### config.mk
export PLATFORM = sky130hd
export DESIGN_NAME = pwf_cfg_regs
export DESIGN_NICKNAME = d
export VERILOG_FILES = /design/src/rtl/pwf_pkg.sv /design/src/rtl/pwf_cfg_regs.sv
export SDC_FILE = /design/constraint.sdc
export NUM_CORES = 1
export LEC_CHECK = 0
export ABC_AREA = 1
export BUFFER_PORTS_ARGS = -buffer_cell sky130_fd_sc_hd__buf_2
export CAP_MARGIN = 0
export CORE_UTILIZATION = 48
export CTS_CLUSTER_DIAMETER = 80
export DETAILED_ROUTE_END_ITERATION = 12
export MAX_ROUTING_LAYER = met4
export PLACE_DENSITY_LB_ADDON = 0.25
export SLEW_MARGIN = 0
export SYNTH_ARGS = -nofsm -noshare
export SYNTH_HDL_FRONTEND = slang
export SYNTH_SLANG_ARGS = --single-unit
### constraint.sdc
create_clock -name clk -period 1.8 [get_ports clk]
set_clock_uncertainty 0.05 [all_clocks]
set_input_delay 0.09 -clock clk [delete_from_list [all_inputs] [get_ports clk]]
set_output_delay 0.09 -clock clk [all_outputs]
set_load 0.02 [all_outputs]
### src/rtl/pwf_pkg.sv
// pwf_pkg: shared types, constants and helpers for the lidar point window filter
// used by pwf_cfg_regs and lidar_point_window_filter; no dependencies
`default_nettype none

package pwf_pkg;

	// field widths
	localparam int CoordW = 32;
	localparam int TanW = 27;
	localparam int RangeW = 64;
	localparam int FlagW = 16;
	localparam int ReflW = 8;
	localparam int IdxW = 24;
	localparam int CfgIdxW = 3;
	localparam int CfgDataW = 64;
	// tangent bound times rotated x
	localparam int ProdW = TanW + CoordW;
	// Q16.16 numerator scale
	localparam int FracW = 16;

	// register indexes on the configuration port
	typedef enum logic [CfgIdxW-1:0] {
		REG_INCLUDE_MASK  = 3'd0,
		REG_MIN_TAN_HORIZ = 3'd1,
		REG_MAX_TAN_HORIZ = 3'd2,
		REG_MIN_TAN_VERT  = 3'd3,
		REG_MAX_TAN_VERT  = 3'd4,
		REG_MIN_RANGE_SQ  = 3'd5,
		REG_MAX_RANGE_SQ  = 3'd6
	} cfg_reg_t;

	// reset values
	localparam logic [FlagW-1:0] MaskReset = '0;
	localparam logic signed [TanW-1:0] TanResetMax = 27'sd37550000;
	localparam logic signed [TanW-1:0] TanResetMin = -27'sd37550000;
	localparam logic [RangeW-1:0] RangeResetMin = '0;
	localparam logic [RangeW-1:0] RangeResetMax = '1;

	// saturation limits of a coordinate
	localparam logic signed [CoordW-1:0] CoordMin = {1'b1, {(CoordW-1){1'b0}}};
	localparam logic signed [CoordW-1:0] CoordMax = {1'b0, {(CoordW-1){1'b1}}};

	typedef struct packed {
		logic [FlagW-1:0]         include_mask;
		logic signed [TanW-1:0]   min_tan_horiz;
		logic signed [TanW-1:0]   max_tan_horiz;
		logic signed [TanW-1:0]   min_tan_vert;
		logic signed [TanW-1:0]   max_tan_vert;
		logic [RangeW-1:0]        min_range_sq;
		logic [RangeW-1:0]        max_range_sq;
	} cfg_t;

	// negate with saturation at the most negative value
	function automatic logic signed [CoordW-1:0] neg_sat(input logic signed [CoordW-1:0] v);
		if (v == CoordMin) begin
			return CoordMax;
		end
		return -v;
	endfunction

	// magnitude of a signed coordinate; the most negative value maps to 2^31
	function automatic logic [CoordW-1:0] mag(input logic signed [CoordW-1:0] v);
		logic signed [CoordW-1:0] n;
		n = -v;
		return v[CoordW-1] ? CoordW'(n) : CoordW'(v);
	endfunction

	// q = num * 2^16 checked against [lo*den, hi*den], sense flipped for negative den
	function automatic logic tan_ok(
		input logic signed [ProdW-1:0] q,
		input logic signed [ProdW-1:0] lo_p,
		input logic signed [ProdW-1:0] hi_p,
		input logic                    den_neg
	);
		if (!den_neg) begin
			return !(q < lo_p) && !(q > hi_p);
		end
		return !(q > lo_p) && !(q < hi_p);
	endfunction

endpackage

`default_nettype wire

### src/rtl/pwf_cfg_regs.sv
// pwf_cfg_regs: configuration register file of the lidar point window filter
// depends on pwf_pkg for the register indexes, reset values and cfg_t
`default_nettype none

module pwf_cfg_regs (
	input  wire logic                          clk,
	input  wire logic                          arst_n,
	input  wire logic                          cfg_wr_en,
	input  wire logic [pwf_pkg::CfgIdxW-1:0]   cfg_index,
	input  wire logic [pwf_pkg::CfgDataW-1:0]  cfg_data,
	output pwf_pkg::cfg_t                      cfg
);

	pwf_pkg::cfg_t cfg_q;

	// register writes, indexes beyond the list are ignored
	always_ff @(posedge clk or negedge arst_n) begin
		if (!arst_n) begin
			cfg_q.include_mask  <= pwf_pkg::MaskReset;
			cfg_q.min_tan_horiz <= pwf_pkg::TanResetMin;
			cfg_q.max_tan_horiz <= pwf_pkg::TanResetMax;
			cfg_q.min_tan_vert  <= pwf_pkg::TanResetMin;
			cfg_q.max_tan_vert  <= pwf_pkg::TanResetMax;
			cfg_q.min_range_sq  <= pwf_pkg::RangeResetMin;
			cfg_q.max_range_sq  <= pwf_pkg::RangeResetMax;
		end else if (cfg_wr_en) begin
			case (pwf_pkg::cfg_reg_t'(cfg_index))
				pwf_pkg::REG_INCLUDE_MASK: begin
					cfg_q.include_mask <= cfg_data[pwf_pkg::FlagW-1:0];
				end
				pwf_pkg::REG_MIN_TAN_HORIZ: begin
					cfg_q.min_tan_horiz <= cfg_data[pwf_pkg::TanW-1:0];
				end
				pwf_pkg::REG_MAX_TAN_HORIZ: begin
					cfg_q.max_tan_horiz <= cfg_data[pwf_pkg::TanW-1:0];
				end
				pwf_pkg::REG_MIN_TAN_VERT: begin
					cfg_q.min_tan_vert <= cfg_data[pwf_pkg::TanW-1:0];
				end
				pwf_pkg::REG_MAX_TAN_VERT: begin
					cfg_q.max_tan_vert <= cfg_data[pwf_pkg::TanW-1:0];
				end
				pwf_pkg::REG_MIN_RANGE_SQ: begin
					cfg_q.min_range_sq <= cfg_data[pwf_pkg::RangeW-1:0];
				end
				pwf_pkg::REG_MAX_RANGE_SQ: begin
					cfg_q.max_range_sq <= cfg_data[pwf_pkg::RangeW-1:0];
				end
				default: begin
				end
			endcase
		end
	end

	assign cfg = cfg_q;

endmodule

`default_nettype wire

# Yosys cells after proc, flatten, opt, wreduce, memory -nomap -nowiden
# Cells that the tools add are included.
[op_classes]
n_reduce_logical = 8
eq_ne = 6
[ops]
columns = ["op", "count"]
rows = [
  ["AND reduction 2 bit", 7],
  ["equality test 3 bit, second input constant", 3],
  ["equality test 3 x 2 -> 1 bit, second input constant", 2],
  ["equality test 3 x 1 -> 1 bit, second input constant", 1],
  ["zero test 3 bit", 1],
]
[totals]
word_cells = 21
register_bits = 252
out_inout_bits = 252

# Longest topological paths before layout
# Gate-level depths: netlist (run 1).
[depth]
word_depth = 2
ltp_mapped = 7
ltp_nobuf = 5

# Worst setup path before layout (run 1)
# Ideal clock, no wire load.
[synth_timing]
kind = "input to register"
startpoint = "in cfg_index[2] in the netlist's numbering"
endpoint = "reg cfg_q, in the netlist cfg[134]"
setup_time_ps = 117
cell_stages = 7
n_path_buf = 2
arrival_ps = 824
slack_ps = 809
path_cell_list = "nand2_1 inv_1 buf_2 nand2_2 buf_2 nand2_1 nand2_1"
[synth_between]
elab_chain_cells = 2
[synth_rtl]
columns = ["item", "line", "source"]
rows = [
  ["start: declaration", "pwf_cfg_regs.sv:9", "input wire logic [pwf_pkg::CfgIdxW-1:0] cfg_index,"],
  ["equality test 3 bit", "pwf_cfg_regs.sv:27", "case (pwf_pkg::cfg_reg_t'(cfg_index))"],
  ["AND reduction 2 bit (no source line)", "-", ""],
  ["end: declaration", "pwf_cfg_regs.sv:14", "pwf_pkg::cfg_t cfg_q;"],
]
# No other way between the ends.
# A chain may end at the register's enable or synchronous reset.

# Worst setup path in the final report (run 1)
[layout_timing]
startpoint = "in cfg_wr_en"
endpoint = "reg cfg_q, in the netlist cfg[84]"
[layout_between]
elab_chain_cells = 1
[layout_rtl]
columns = ["item", "line", "source"]
rows = [
  ["start: declaration", "pwf_cfg_regs.sv:8", "input wire logic cfg_wr_en,"],
  ["AND reduction 2 bit (no source line)", "-", ""],
]
# No other way between the ends.

==> summary.md, run 1 <==
| Metric | Value |
|---|---|
| Outcome | finished, final reports clean |
| Count of buffers from port buffering | 321 |
| Detailed Routing Iterations Pass 1 | 5 |
| Transition time at the pin with the least slew margin | 0.6582 ns |
| Overall power after layout | 17.25 mW |
| Drt via density | 5.055 |
| Detailed-route wire length per cell | 17.27 µm |
| Netlist Area Pre-Place | 0.009804 mm² |
| Drt first-iter violations | 536 |
| Power density of the placed cells | 1291 mW/mm² |
| Clock-pin slew on the worst setup and hold paths | 0.06 ns |
| Total number of nets in the final design | 1549 |
| Overall global routing resource usage | 0.3039 |
| Tmin final | 1.532 ns |
| Clock tree buffer depth | 3 |
| Final Wtd Congestion | 0.8246 |
| Number of antenna violations at the first check in global routing | 0 |
| Post-cts resize count | 0 |
| Total congestion overflow | 0 |
| Area of the core | 0.01972 mm² |
| Vias in the first global route | 8780 |
| Final HPWL DP | 19.63 mm |
| Termination of the worst setup path | cfg[84]$_DFFE_PN0P_ |
| Combinational share of power | 0.246 |
| Number of cells produced by synthesis | 1089 |
| Die H | 144.9 µm |
| Met3 wire len | 2.132 mm |
| Number of vias in the routed layout | 8917 |
| Final Instance Area | 0.01336 mm² |
| Number of standard-cell rows in the floorplan | 51 |
| Die area | 0.02100 mm² |
| Sw Ratio | 0.3253 |
| P&R area growth vs syn | 36.28% |
| Starting density of the core | 0.4972 |
| Reg2Reg Setup Slack | 0.98 ns |
| Fill cell total of the finished layout | 1571 |
| Latest clock arrival within the worst-skew pair | 0.52 ns |
| Final setup viols | 0 |
| Library cells used by synthesis | 12 |
| Number of diodes | 0 |
| Startpoint of the lowest-slack register-to-register path | cfg[181]$_DFFE_PN1P_ |
| Largest net degree at the start of global routing | 62 |
| Wire length of the first global-routing pass | 48.97 mm |
| Number of synthesized register bits | 252 |
| Placed Instance Area | 0.01182 mm² |
| Final setup TNS | 0 ns |
| CTS hold repair buffers | 69 |
| Unrepaired setup endpoints after global routing | no |
| Number of maximum-capacitance constraint violations | 0 |
| Sum of met2 wire segment lengths after detailed routing | 14.63 mm |
| Number of warnings issued by yosys | 0 |
| Final period util | 0.8510 |
| Number of primary I/O pins | 322 |
| H-tree depth | 1 |
| Number of buffers created by CTS | 26 |
| Routed WL | 30.47 mm |
| Max rail drop VDD | 0.7062 mV |
| Internal power | 11.63 mW |
| Met1 routed wirelength after detailed routing | 12.72 mm |
| Net count after synthesis | 1159 |
| Clock sink total | 252 |
| Final core utilization | 0.6776 |
| Critical Setup Path Class | primary input to flip-flop |
| Highest net fanout along the worst path | 16 |
| DR DRC count | 0 |
| Switching power | 5.611 mW |
| Fmax achieved | 652.8 MHz |
| Tightest Hold Check Type | primary input to async pin |
| Syn avg cell area | 9.003 µm² |
| DIE WIDTH | 144.9 µm |
| Data arrival time of the critical path | 1.94 ns |
| Final Max Tran Viols | 0 |
| Power share of the sequential group | 0.446 |
| Sort of element at the start of the critical path | primary input |
| Critical Path RT | 2.20 ns |
| Proportion of synthesized chip area in sequential cells | 0.6575 |
| Hold Violations, Final | 0 |
| Root Buffer Master | clkbuf_16 |
| Reg-to-Reg End | cfg[181]$_DFFE_PN1P_ |
| Crit. Startpoint | cfg_wr_en |
| Hold slack final | 0.08352 ns |
| Max reg flops | 252 |
| FF-to-FF path depth | 2 |
| Worst Setup End Kind | flip-flop |
| Remaining antenna violation count after routing | 0 |
| CTS tree | built |
| Post-CTS setup buffer count | 0 |
| Highest routed layer | met4 |
| Relative contribution of the clock network to total power | 0.309 |
| Fraction of final layout cells with drive strength greater than 1 | 0.3422 |
| Static Leak | 7.427 nW |
| Slew Limit Headroom | 0.5596 |
==> cell usage in the layout, fill, tap and decap left out, drive strengths merged <==
cell type,count
clkinv,4
inv,6
buf,349
dlygate4sd3,69
bufinv,1
dfrtp,140
clkbuf,43
nor2,7
nand3,97
dfstp,112
nand2,671
==> power by group through the flow <==
stage | logic, mW | clock network [mW] | registers, mW
after global placement | 4.05 | 0 | 7.72
after CTS | 4.26 | 5.40 | 7.67
after floorplan | 0.981 | 0 | 9.08
after global routing | 4.58 | 5.65 | 7.81
after detailed placement | 4.14 | 0 | 7.72
final | 4.24 | 5.32 | 7.69
==> worst min path at each step <==
stage / from / end / slack (ns) / cells after the start
final: arst_n / cfg[139]$_DFFE_PN0P_ / 0.08 / 2
after global routing: arst_n / cfg[134]$_DFFE_PN0P_ / 0.12 / 2
after CTS: arst_n / cfg[134]$_DFFE_PN0P_ / 0.09 / 2
after detailed placement: arst_n / cfg[139]$_DFFE_PN0P_ / 0.03 / 1
after global placement: arst_n / cfg[139]$_DFFE_PN0P_ / 0.03 / 1
after floorplan: arst_n / cfg[100]$_DFFE_PN0P_ / -0.26 / 0
==> routing by layer <==
metal,global-route usage,vias to the layer above
met2,0.4796,425
li1,-,4132
met1,0.4032,4291
met4,0.1021,0
met3,0.04717,69
met5,-,-
==> cell families after synthesis <==
group | after synthesis | synth area share
buffers and inverters | 62 | 0.03088
DFF | 252 | 0.6575
and+or+nand+nor | 775 | 0.3116
==> area by class of cell <==
| class | instances | area (µm²) | share of cell area |
|---|---|---|---|
| multi-input combinational | 775 | 3088 | 0.2311 |
| timing repair buffer | 418 | 2618 | 0.1959 |
| tap | 265 | 331.6 | 0.02481 |
| sequential | 252 | 6446 | 0.4824 |
| clock buffer | 43 | 805.8 | 0.06031 |
| inverter | 6 | 22.52 | 0.001686 |
| clock inverter | 5 | 50.05 | 0.003746 |
==> worst max-delay path, stage by stage <==
cell and delay [ns]:
dlygate4sd3_1 0.56, buf_2 0.15, nand2_1 0.18, inv_1 0.16, nand2_2 0.30, buf_4 0.31
nand2_1 0.10, nand2_1 0.08
==> synth_stat cells, drive strengths merged <==
cell type,n,area (µm²)
nand3,97,485.5
nor2,7,36.28
buf,50,257.8
inv,6,22.52
dfrtp,140,3503
dfstp,112,2943
clkbuf,6,22.52
nand2,671,2534
==> through the flow <==
stage          setup WS [ns]  std cells
6_report              0.2682       1764
3_5_place_dp          0.3406       1647
4_1_cts               0.2859       1764
3_3_place_gp          0.3772       1647
5_1_grt               0.1407       1764
2_1_floorplan         0.8092       1089
(Power assumes the default switching activity.)
==> inputs of run 2 (changes only) <==
--- a/config.mk
+++ b/config.mk
@@ -5,7 +5,6 @@
 export SDC_FILE = /design/constraint.sdc
 export NUM_CORES = 1
 export LEC_CHECK = 0
-export ABC_AREA = 1
 export BUFFER_PORTS_ARGS = -buffer_cell sky130_fd_sc_hd__buf_2
 export CAP_MARGIN = 0
 export CORE_UTILIZATION = 48
==> summary.md, run 2 <==
| Metric | Value |
|---|---|
| Unrepaired setup endpoints after global routing | no |
| Die area | 0.02116 mm² |
| Transition time at the pin with the least slew margin | 0.6031 ns |
| CTS tree | built |
| Top-area cell type share of the netlist area | 0.3546 |
| Critical Setup Path Class | flip-flop to output port |
| Worst Setup End Kind | output port |
| Setup slack after layout | 0.4310 ns |
| Share of async-settable or async-resettable flops after synthesis | 1.000 |
| Worst setup slack before clock tree synthesis | 0.2744 ns |
| Tightest Hold Check Type | primary input to async pin |
| Clock tree buffer depth | 3 |
| Number of primary I/O pins | 322 |
| Final Wtd Congestion | 0.8348 |
| Post-synth top flop | dfrtp_1 |
| Data arrival time of the critical path | 1.23 ns |
| Power density of the placed cells | 1387 mW/mm² |
| Total number of nets in the final design | 1011 |
| Number of maximum-capacitance constraint violations | 0 |
| Area of the core | 0.02023 mm² |
| Switching power | 5.662 mW |
| Drt first-iter violations | 100 |
| Clock sink total | 252 |
| Root Buffer Master | clkbuf_16 |
| Commonest non-fill, non-tap cells in the layout | buf_2 (320), mux2_2 (197), dfrtp_1 (140) |
| Number of buffers created by CTS | 26 |
| Clock-pin slew on the worst setup and hold paths | 0.06 ns |
| Cell family with the largest share of critical-path delay | flip-flops |
| Max reg flops | 252 |
| Slowest stage delay, CP | 0.54 ns |
| Number of synthesized register bits | 252 |
| Routed WL | 23.81 mm |
| Final Max Tran Viols | 0 |
| Syn avg cell area | 18.40 µm² |
| Overall global routing resource usage | 0.2365 |
| Die H | 145.5 µm |
| Remaining antenna violation count after routing | 0 |
| Number of diodes | 0 |
| DIE WIDTH | 145.5 µm |
| Detailed Routing Iterations Pass 1 | 4 |
| Number of standard-cell rows in the floorplan | 52 |
| Post-cts resize count | 0 |
| Critical Path RT | 1.66 ns |
| Largest net degree at the start of global routing | 70 |
| Fraction of final layout cells with drive strength greater than 1 | 0.7773 |
| Max rail drop VDD | 1.136 mV |
| Final HPWL DP | 15.86 mm |
| Highest net fanout along the worst path | 2 |
| Count of buffers from port buffering | 321 |
| Proportion of synthesized chip area in sequential cells | 0.6525 |
| Fmax achieved | 730.4 MHz |
| Internal power | 12.78 mW |
| Static Leak | 6.269 nW |
| Number of cells produced by synthesis | 537 |
| Post-CTS setup buffer count | 0 |
| Combinational share of power | 0.269 |
| Tmin final | 1.369 ns |
| Netlist Area Pre-Place | 0.009879 mm² |
| H-tree depth | 1 |
| Final core utilization | 0.6572 |
| DR DRC count | 0 |
| Outcome | finished, final reports clean |
| Post-synth EDFFs | 0 |
| Final setup TNS | 0 ns |
| Biggest area consumer among synthesized cells | dfrtp_1 |
| Net count after synthesis | 607 |
| Main area contributors after synthesis | dfrtp_1 (35%), dfstp_2 (30%), mux2_2 (22%) |
| Most frequent standard cell in the layout excluding fill and tap cells | buf_2 |
| Hold Violations, Final | 0 |
| Number of antenna violations at the first check in global routing | 0 |
| Vias in the first global route | 6891 |
| CP Buf/Inv Count | 1 |
| Final setup viols | 0 |
| Fill cell total of the finished layout | 1468 |
| Sw Ratio | 0.3069 |
| Slew Limit Headroom | 0.5973 |
| Final period util | 0.7606 |
| Library cells used by synthesis | 13 |
| CP max stage cell | dfstp_2 |
| Starting density of the core | 0.4883 |
| Number of warnings issued by yosys | 0 |
| Hold slack final | 0.06450 ns |
| Latest clock arrival within the worst-skew pair | 0.51 ns |
| Relative contribution of the clock network to total power | 0.298 |
| Most used standard cell by instance count after synthesis | mux2_2 |
| Detailed-route wire length per cell | 19.34 µm |
| Power share of the sequential group | 0.433 |
| Sort of element at the start of the critical path | flip-flop |
| Number of vias in the routed layout | 6095 |
| P&R area growth vs syn | 34.60% |
| Top post-synthesis cells by count | mux2_2 (197), dfrtp_1 (140), dfstp_2 (112), mux2_4 (54), buf_6 (20) |
| CP Cell Sequence | buf_2 |
| Total congestion overflow | 0 |
| Wire length of the first global-routing pass | 38.26 mm |
| Drt via density | 4.951 |
==> run 2: kinds of logic (layout without fill, tap and decap cells) <==
| logic type | Yosys count | after routing | share of synthesized area |
|---|---|---|---|
| muxes | 252 | 252 | 0.3078 |
| DFF | 252 | 252 | 0.6525 |
| buffers and inverters | 26 | 450 | 0.02938 |
| and+or+nand+nor | 7 | 7 | 0.01039 |
==> run 2: path summary, 6_finish.rpt <==
check,startpoint,to,slack [ns],depth (start not counted)
setup / recovery,cfg[142]$_DFFE_PN1P_,cfg[142],0.43,1
hold / removal,arst_n,cfg[112]$_DFFE_PN0P_,0.06,2
setup reg to reg,cfg[163]$_DFFE_PN0P_,cfg[163]$_DFFE_PN0P_,0.96,1
hold reg to reg,cfg[90]$_DFFE_PN0P_,cfg[90]$_DFFE_PN0P_,0.45,1
max in group asynchronous,arst_n,cfg[22]$_DFFE_PN1P_,0.89,3
min in group clk,cfg_index[2],cfg[237]$_DFFE_PN0P_,0.24,4
==> run 2: what timing repair did <==
item / CTS / global route
endpoints found under the hold margin: 421 / 0
hold buffers: 65 / 0
setup endpoints to repair: 0 / 0
==> run 2: stage by stage <==
stage / cell area (µm²) / instances / power (mW)
2_1_floorplan: 9879 / 537 / 10.99
3_3_place_gp: 11750 / 1118 / 12.76
3_5_place_dp: 11750 / 1118 / 12.95
4_1_cts: 13300 / 1231 / 18.62
5_1_grt: 13300 / 1231 / 19.21
6_report: 13300 / 1231 / 18.45
==> run 2: area by class of cell <==
type / count / area (µm²) / area share
tap: 270 / 337.8 / 0.02540
clock buffer: 41 / 808.3 / 0.06078
sequential: 252 / 6446 / 0.4848
multi-input combinational: 259 / 3143 / 0.2364
timing repair buffer: 402 / 2475 / 0.1861
clock inverter: 7 / 87.58 / 0.006586
==> run 2: power groups by stage <==
stage	Combinational, mW	Clock (mW)	Sequential, mW
final	4.97	5.49	7.99
after detailed placement	4.90	0	8.05
after floorplan	1.36	0	9.62
after global routing	5.24	5.83	8.15
after CTS	5.02	5.61	7.99
after global placement	4.80	0	7.96
==> run 2: per-layer routing <==
| layer | vias up | global-route usage | wire length (µm) | part of all wire |
|---|---|---|---|---|
| li1 | 2719 | - | - | - |
| met2 | 210 | 0.3978 | 12050 | 0.51 |
| met1 | 3112 | 0.2859 | 9728 | 0.41 |
| met5 | - | - | 0 | 0 |
| met3 | 54 | 0.04483 | 1266 | 0.053 |
| met4 | 0 | 0.08316 | 755 | 0.032 |
==> inputs of run 3 (changes only) <==
==> constraint.sdc (replaced) <==
create_clock -name clk -period 1.4 [get_ports clk]
set_clock_uncertainty 0.05 [all_clocks]
set_input_delay 0.07 -clock clk [delete_from_list [all_inputs] [get_ports clk]]
set_output_delay 0.07 -clock clk [all_outputs]
set_load 0.02 [all_outputs]
==> summary.md, run 3 (synthesis gave the netlist of run 2 again) <==
| Metric | Value |
|---|---|
| Drt first-iter violations | 196 |
| Fmax achieved | 736.9 MHz |
| CP Cell Sequence | buf_2 |
| Final setup TNS | 0 ns |
| Overall global routing resource usage | 0.2389 |
| Number of primary I/O pins | 322 |
| Latest clock arrival within the worst-skew pair | 0.52 ns |
| Post-cts resize count | 0 |
| Final setup viols | 0 |
| Clock sink total | 252 |
| Final HPWL DP | 16.77 mm |
| Number of standard-cell rows in the floorplan | 52 |
| Cell family with the largest share of critical-path delay | flip-flops |
| Transition time at the pin with the least slew margin | 0.4753 ns |
| Final Wtd Congestion | 0.8067 |
| FF-to-FF path depth | 1 |
| Detailed-route wire length per cell | 19.34 µm |
| Highest net fanout along the worst path | 2 |
| Critical Setup Path Class | flip-flop to output port |
| H-tree depth | 1 |
| Static Leak | 6.368 nW |
| Drt via density | 4.971 |
| Worst setup slack before clock tree synthesis | 0.05720 ns |
| Slew Limit Headroom | 0.6831 |
| Max rail drop VDD | 1.082 mV |
| Clock tree buffer depth | 3 |
| Starting density of the core | 0.4883 |
| Fill cell total of the finished layout | 1433 |
| Setup slack after layout | 0.04302 ns |
| Power density of the placed cells | 1751 mW/mm² |
| Most frequent standard cell in the layout excluding fill and tap cells | buf_2 |
| Tmin final | 1.357 ns |
| Max reg flops | 252 |
| Total congestion overflow | 0 |
| DR DRC count | 0 |
| Number of diodes | 0 |
| Area of the core | 0.02023 mm² |
| Number of maximum-capacitance constraint violations | 0 |
| Wire length of the first global-routing pass | 38.35 mm |
| Clock-pin slew on the worst setup and hold paths | 0.06 ns |
| Vias in the first global route | 6812 |
| Unrepaired setup endpoints after global routing | no |
| Number of antenna violations at the first check in global routing | 0 |
| Total number of nets in the final design | 1027 |
| P&R area growth vs syn | 36.70% |
| Final period util | 0.9693 |
| Post-CTS setup buffer count | 0 |
| Hold Violations, Final | 0 |
| Tightest Hold Check Type | primary input to async pin |
| Final Max Tran Viols | 0 |
| Number of vias in the routed layout | 6199 |
| Commonest non-fill, non-tap cells in the layout | buf_2 (320), mux2_2 (197), dfrtp_1 (140) |
| CP max stage cell | dfstp_2 |
| Die H | 145.5 µm |
| Fraction of final layout cells with drive strength greater than 1 | 0.7779 |
| Number of cells on the critical path | 1 |
| Routed WL | 24.12 mm |
| Critical Path RT | 1.28 ns |
| DIE WIDTH | 145.5 µm |
| Root Buffer Master | clkbuf_16 |
| Sort of element at the start of the critical path | flip-flop |
| CP Buf/Inv Count | 1 |
| Hold slack final | 0.05012 ns |
| Detailed Routing Iterations Pass 1 | 4 |
| Data arrival time of the critical path | 1.24 ns |
| Worst Setup End Kind | output port |
| Slowest stage delay, CP | 0.55 ns |
| Remaining antenna violation count after routing | 0 |
| Number of buffers created by CTS | 27 |
| CTS tree | built |
| Outcome | finished, final reports clean |
| Count of buffers from port buffering | 321 |
| Die area | 0.02116 mm² |
| Largest net degree at the start of global routing | 52 |
-- run 3: cell types whose count changed in the layout (fill, tap and decap cells not counted), sizes merged --
cell	before	now
clkinvlp	1	2
buf	337	352
clkinv	4	1
inv	0	1
bufinv	2	1
clkbuf	41	44
-- run 3: worst paths after layout --
path	endpoint	start	slack, ns
setup / recovery	cfg[143]	cfg[143]$_DFFE_PN1P_	0.04
hold / removal	cfg[111]$_DFFE_PN0P_	arst_n	0.05
setup reg to reg	cfg[180]$_DFFE_PN0P_	cfg[180]$_DFFE_PN0P_	0.56
hold reg to reg	cfg[163]$_DFFE_PN0P_	cfg[163]$_DFFE_PN0P_	0.44
max in group asynchronous	cfg[0]$_DFFE_PN1P_	arst_n	0.62
min in group clk	cfg[242]$_DFFE_PN0P_	cfg_index[2]	0.14
-- run 3: routing by layer --
metal	part of all wire	track usage	wire [µm]
met1	0.40	0.2838	9598
met3	0.054	0.05110	1306
met4	0.037	0.08474	898
met2	0.51	0.4024	12320
met5	0	-	0
-- run 3: final cells by class --
class / count / area [µm²] / area share
flip-flops and latches: 252 / 6446 / 0.4773
well taps: 270 / 337.8 / 0.02501
multi-input cells: 259 / 3143 / 0.2327
clock inverters: 5 / 58.81 / 0.004354
clock buffers: 44 / 819.5 / 0.06068
repair buffers: 417 / 2700 / 0.1999
-- run 3: stage by stage --
step | power [mW] | area [µm²] | instances | util
final | 23.64 | 13510 | 1247 | 0.6675
after global routing | 24.67 | 13510 | 1247 | 0.6675
after CTS | 23.91 | 13510 | 1247 | 0.6675
after detailed placement | 16.72 | 11980 | 1133 | 0.5919
after global placement | 16.47 | 11980 | 1133 | 0.5919
after floorplan | 14.12 | 9879 | 537 | -
-- run 3: report_power, final --
group / switching [mW] / internal, mW
logic: 3.69 / 2.75
registers: 0.862 / 9.41
clock network: 2.76 / 4.16
total: 7.32 / 16.3
-- run 3: repair_timing --
action                     4_1_cts  5_1_grt
hold endpoints to repair       447        0
setup endpoints to repair        0        0
hold buffers                    65        0
